<file path="config.mk">
export PLATFORM = sky130hd
export DESIGN_NAME = lsom_mod_pipe
export DESIGN_NICKNAME = d
export VERILOG_FILES = /design/src/lsom_pkg.sv /design/src/lsom_mod_pipe.sv
export SDC_FILE = /design/constraint.sdc
export NUM_CORES = 2
export LEC_CHECK = 0
export BUFFER_PORTS_ARGS = -buffer_cell sky130_fd_sc_hd__clkbuf_2
export CORE_MARGIN = 3
export CORE_UTILIZATION = 41
export DETAILED_ROUTE_END_ITERATION = 7
export PLACE_DENSITY = 0.63
export SYNTH_ARGS = -nofsm -noshare
export SYNTH_HDL_FRONTEND = slang
export SYNTH_SLANG_ARGS = --single-unit
</file>
<file path="constraint.sdc">
create_clock -name clk -period 6.95 [get_ports clk]
set_input_delay 0.695 -clock clk [delete_from_list [all_inputs] [get_ports clk]]
set_output_delay 0.695 -clock clk [all_outputs]
set_load 0.005 [all_outputs]
</file>
<file path="src/lsom_pkg.sv">
// Shared constants, types and tables for the laser scan offset merge block.
`timescale 1ns / 1ps
`default_nettype none
package lsom_pkg;

	localparam int MAX_SLOTS     = 4096;
	localparam int RANGE_BITS    = 16;
	localparam int CORDIC_STAGES = 20;
	localparam int ABS_W         = 22;   // |slot + shift| stays below 2^21

	localparam logic [16:0] DEG90  = 17'd23040;
	localparam logic [16:0] DEG180 = 17'd46080;
	localparam logic [16:0] DEG270 = 17'd69120;
	localparam logic [16:0] DEG360 = 17'd92160;
	localparam logic [29:0] KINV_Q30   = 30'd652032874;
	localparam logic [23:0] KINV_Q24   = 24'd10188014;
	localparam logic [30:0] ONE_Q30    = 31'd1073741824;
	localparam logic [16:0] MERGED_MAX = 17'd131071;
	// ceil(2^26 / 45): hw/23040 = (hw >> 9) / 45
	localparam logic [20:0] RECIP45    = 21'd1491309;

	typedef enum logic [2:0] {
		REG_FRONT_OFFSET_X = 3'd0,
		REG_FRONT_OFFSET_Y = 3'd1,
		REG_BACK_OFFSET_X  = 3'd2,
		REG_BACK_OFFSET_Y  = 3'd3,
		REG_ANGLE_STEP     = 3'd4,
		REG_SAMPLE_COUNT   = 3'd5
	} reg_idx_t;

	// atan(2^-i) in 1/65536 degree
	localparam logic [22:0] ATAN_TAB [0:31] = '{
		23'd2949120, 23'd1740967, 23'd919879, 23'd466945, 23'd234379, 23'd117304,
		23'd58666, 23'd29335, 23'd14668, 23'd7334, 23'd3667, 23'd1833, 23'd917,
		23'd458, 23'd229, 23'd115, 23'd57, 23'd29, 23'd14, 23'd7, 23'd4, 23'd2,
		23'd1, 23'd0, 23'd0, 23'd0, 23'd0, 23'd0, 23'd0, 23'd0, 23'd0, 23'd0
	};

	// per-slot sideband that rides along the geometry pipeline
	typedef struct packed {
		logic                  nr;
		logic                  zero;
		logic [11:0]           slot;
		logic [RANGE_BITS-1:0] rng;
		logic [11:0]           ox;
		logic [11:0]           oy;
		logic [28:0]           hw;
	} side_t;

	// sideband through the remainder pipeline
	typedef struct packed {
		logic        nr;
		logic        neg;
		logic [11:0] slot;
		logic [16:0] merged;
	} mside_t;

endpackage
`default_nettype wire

</file>
<file path="src/lsom_mod_pipe.sv">
// Pipelined restoring remainder: one quotient bit per stage.
`timescale 1ns / 1ps
`default_nettype none
module lsom_mod_pipe import lsom_pkg::*; (
	input  wire logic             clk,
	input  wire logic             arst_n,
	input  wire logic             in_v,
	input  wire logic [ABS_W-1:0] in_abs,
	input  wire mside_t           in_side,
	input  wire logic [12:0]      modulus,
	output logic                  out_v,
	output logic [12:0]           out_rem,
	output mside_t                out_side
);

	logic             v_s   [0:ABS_W];
	logic [ABS_W-1:0] num_s [0:ABS_W];
	logic [12:0]      rem_s [0:ABS_W];
	mside_t           sb_s  [0:ABS_W];

	assign v_s[0]   = in_v;
	assign num_s[0] = in_abs;
	assign rem_s[0] = '0;
	assign sb_s[0]  = in_side;

	for (genvar j = 0; j < ABS_W; j++) begin : g_stage
		logic [13:0] trial;
		logic [13:0] sub;
		always_comb begin
			trial = {rem_s[j], num_s[j][ABS_W-1]};
			sub   = trial - {1'b0, modulus};
		end
		always_ff @(posedge clk or negedge arst_n) begin
			if (!arst_n) begin
				v_s[j+1] <= 1'b0;
			end else begin
				v_s[j+1] <= v_s[j];
			end
		end
		always_ff @(posedge clk) begin
			num_s[j+1] <= {num_s[j][ABS_W-2:0], 1'b0};
			rem_s[j+1] <= (trial >= {1'b0, modulus}) ? sub[12:0] : trial[12:0];
			sb_s[j+1]  <= sb_s[j];
		end
	end

	assign out_v    = v_s[ABS_W];
	assign out_rem  = rem_s[ABS_W];
	assign out_side = sb_s[ABS_W];

endmodule
`default_nettype wire
</file>
==> impl_metrics.json <==
{
  "status": "finished, final reports clean",
  "synthArstFlopShare_pct": 1.80,
  "grt_remaining_overflow": 0,
  "slew_viol_final": 0,
  "critical_path.max_stage_delay_ns": 0.66,
  "worstHoldStart": "in_side[20]",
  "yosys_register_bits": 1221,
  "ys_seq_area_share_pct": 59.8,
  "r2r_end": "g_stage[12].trial[3]$_DFF_P_",
  "max_cap_violations": 0,
  "core_area_mm2": 0.0989,
  "yosysWarnings": 0,
  "final-setup-viol-count": 0,
  "antenna_cells": 0,
  "synthFlopType": "dfxtp_1",
  "syn_area_per_cell_um2": 12.5,
  "grt_start_max_net_pins": 23,
  "die_w_um": 322,
  "grt_setup_unrepaired": "no",
  "cp_slowest_cell": "o32a_1",
  "cts_hold_buf": 19,
  "clock_skew_ns": 0.0684,
  "cts_buffers": 118,
  "max-vdd-ir-drop_v": 0.000275,
  "final_layout_size_suffix_gt1_share_pct": 16.5,
  "drt_first_pass_iters": 7,
  "power_uw": 21200,
  "fin_crit_ns": 3.41,
  "track_usage_pct": 13.6,
  "htree_levels": 3,
  "critPathKind": "input port to flip-flop",
  "holdPathStages": 1,
  "grt_pass1_wl_um": 114000,
  "fp-row-count": 115,
  "ios": 114,
  "cp_max_fo": 22,
  "num_vias": 23200,
  "reg2regPathDepth": 9,
  "avgRoutedWirePerCell_um": 14.5,
  "clkTransAtPathRegs_ns": 0.06,
  "synth_edf_count": 0,
  "arrival_ns": 3.97,
  "regToRegSetupSlack_ns": 3.99,
  "setup_tns_ns": 0,
  "routabilityCongestion": 0.856,
  "startpoint_type": "input port",
  "start_util_pct": 41.5,
  "slew_headroom_pct": 35.8,
  "dpl.hpwl_um": 45400,
  "n_fill_cell": 8672,
  "tightest_slew_ns": 0.962,
  "end_kind": "flip-flop",
  "synth_cell_types": 72,
  "grt_antenna_before_repair": 0,
  "netlist_area_mm2": 0.0410,
  "grt_pass1_vias": 22700,
  "cts_buffer_depth": 3,
  "area_delta_synth_final_pct": 14.8,
  "viasPerCell": 4.77,
  "p_per_area_mw_per_mm2": 450,
  "hold_ws_ns": 0.0756,
  "drtAntennaViolNets": 0,
  "crit_chain": "clkbuf_2, ha_1, fa_1, nor2b_1, o31a_1, o21ai_2, a311oi_1, o32a_1, mux2_2",
  "cts_tree": "built",
  "cts.sinks": 1221,
  "drt-total-wl_um": 70400,
  "post_cts_buffers": 0,
  "die_height_um": 322,
  "r2r-start": "g_stage[11].trial[0]$_DFF_P_",
  "netlist_instances": 3290,
  "leakage_uw": 0.0201,
  "hp-class": "input port to flip-flop",
  "finalHoldViolCount": 0,
  "cts-root-buf": "clkbuf_16",
  "finalCritPeriodShare_pct": 49.0,
  "hold_end": "sb_s[671]$_DFF_P_",
  "clk_latency_ns": 0.71,
  "cp.required_ns": 7.51,
  "cts_resized": 0,
  "drcViolationCount": 0,
  "drtIter0Drc": 1172,
  "port_buffers": 113,
  "final_nets": 3847,
  "max_freq_mhz": 293,
  "syn-num-nets": 3655,
  "die-area_mm2": 0.104
}
-- critical path, delay by kind of cell --
family | cells | cell delay (ns)
AOI/OAI and AO/OA | 4 | 1.22
adders and majority gates | 2 | 0.90
buffers and inverters | 1 | 0.53
muxes | 1 | 0.41
and+or+nand+nor | 1 | 0.18
-- cell usage after synthesis, types with 6 or more instances --
cell       number  area share [%]
dfxtp_1      1199              58
ha_1          275             8.4
a21oi_1       196             2.4
nor2_1        192             1.8
xnor2_1       126             2.7
o21ai_0       119             1.5
mux2_4         97             3.5
mux2_2         90             2.5
inv_1          84            0.77
nand2_1        76            0.70
o21a_1         75             1.4
nor3_1         68            0.83
xor2_1         63             1.3
mux2i_1        55             1.3
nor2b_1        48            0.73
nand3_1        35            0.43
buf_4          34            0.62
a21o_1         32            0.59
o31a_1         32            0.68
a211oi_1       30            0.55
a31oi_1        29            0.44
nand4_1        24            0.37
nand2b_1       23            0.35
o21ai_2        23            0.49
dfrtp_1        22             1.3
fa_1           21             1.0
buf_6          20            0.55
and4_1         19            0.41
o21bai_1       17            0.31
or2_2          17            0.26
o2111ai_1      10            0.21
a41oi_1         9            0.19
clkbuf_2        9            0.11
nor3b_1         8            0.15
o31ai_1         7            0.13
and2_1          6           0.091
and3_1          6           0.091
nor4_1          6           0.091
-- worst max-delay path by stage --
| stage | from | endpoint | slack (ns) | cells past startpoint |
|---|---|---|---|---|
| 3_3_place_gp | modulus[0] | g_stage[17].trial[13]$_DFF_P_ | 2.93 | 10 |
| 3_5_place_dp | modulus[0] | g_stage[12].trial[3]$_DFF_P_ | 2.84 | 9 |
| 2_1_floorplan | modulus[1] | g_stage[9].trial[12]$_DFF_P_ | 3.97 | 9 |
| 5_1_grt | modulus[0] | g_stage[12].trial[3]$_DFF_P_ | 3.37 | 9 |
| 6_report | modulus[0] | g_stage[11].trial[4]$_DFF_P_ | 3.54 | 9 |
| 4_1_cts | modulus[0] | g_stage[11].trial[4]$_DFF_P_ | 3.60 | 9 |
-- sequential cells by signal (all words and copies together) (netlist names) --
| name | flops |
|---|---|
| g_stage.trial | 294 |
| num_s | 210 |
| out_rem | 13 |
| out_side | 31 |
| out_v | 1 |
| sb_s | 651 |
| v_s | 21 |
-- cell families (layout without fill, tap and decap cells) --
family | count (synthesis) | after routing | share of synthesized area, %
flip-flops | 1221 | 1221 | 59.8
XOR/XNOR | 189 | 189 | 4.03
multiplexers | 242 | 242 | 7.36
adder cells (fa/ha/maj) | 296 | 296 | 9.41
buffers and inverters | 152 | 443 | 2.18
AND/OR/NAND/NOR | 553 | 553 | 6.78
AO/OA/AOI/OAI | 637 | 637 | 10.4
-- cell type report --
type,instances,area [um^2],area share [%]
Inverter,85,319,0.677
Timing Repair Buffer,139,811,1.72
Multi-Input combinational cell,1917,15600,33.1
Clock buffer,160,3340,7.10
Tap cell,1287,1610,3.42
Clock inverter,59,876,1.86
Sequential cell,1221,24600,52.1
-- power by group --
part / total, uW / internal, uW / switching (uW)
registers: 8420 / 7950 / 475
clock network: 6670 / 3990 / 2680
logic: 6090 / 3110 / 2980
-- layer usage --
layer / share of wire, % / global-route usage (%)
met1: 48 / 18.0
met2: 44 / 21.6
met3: 4.7 / 2.92
met4: 3.5 / 5.50
met5: 0 / 0
-- per-stage QoR --
stage | cells | setup WS (ns) | instance area [um^2] | util [%]
after floorplan | 3290 | 3.97 | 41000 | -
after global placement | 4629 | 2.93 | 42700 | 43.2
after detailed placement | 4629 | 2.84 | 42700 | 43.2
after CTS | 4867 | 3.60 | 47100 | 47.6
after global routing | 4868 | 3.37 | 47100 | 47.7
final | 4868 | 3.54 | 47100 | 47.7
-- placed cells by master, fill, tap and decap left out, drive strengths merged, types with 17 or more instances in the layout --
master and instances:
xnor2 126, a211oi 33, nand2 77, clkbuf 273, ha 275, o21a 75
xor2 63, fa 21, o21bai 17, a21oi 200, and4 19, o31a 37
a31oi 29, nor3 70, o21ai 150, mux2i 55, dfrtp 22, nor2b 53
inv 85, mux2 187, nand2b 23, dfxtp 1199, nor2 192, nand4 24
dlygate4sd3 20, nand3 35, clkinv 36, or2 17, a21o 32
No activity file was read; power rests on OpenSTA's default activity.
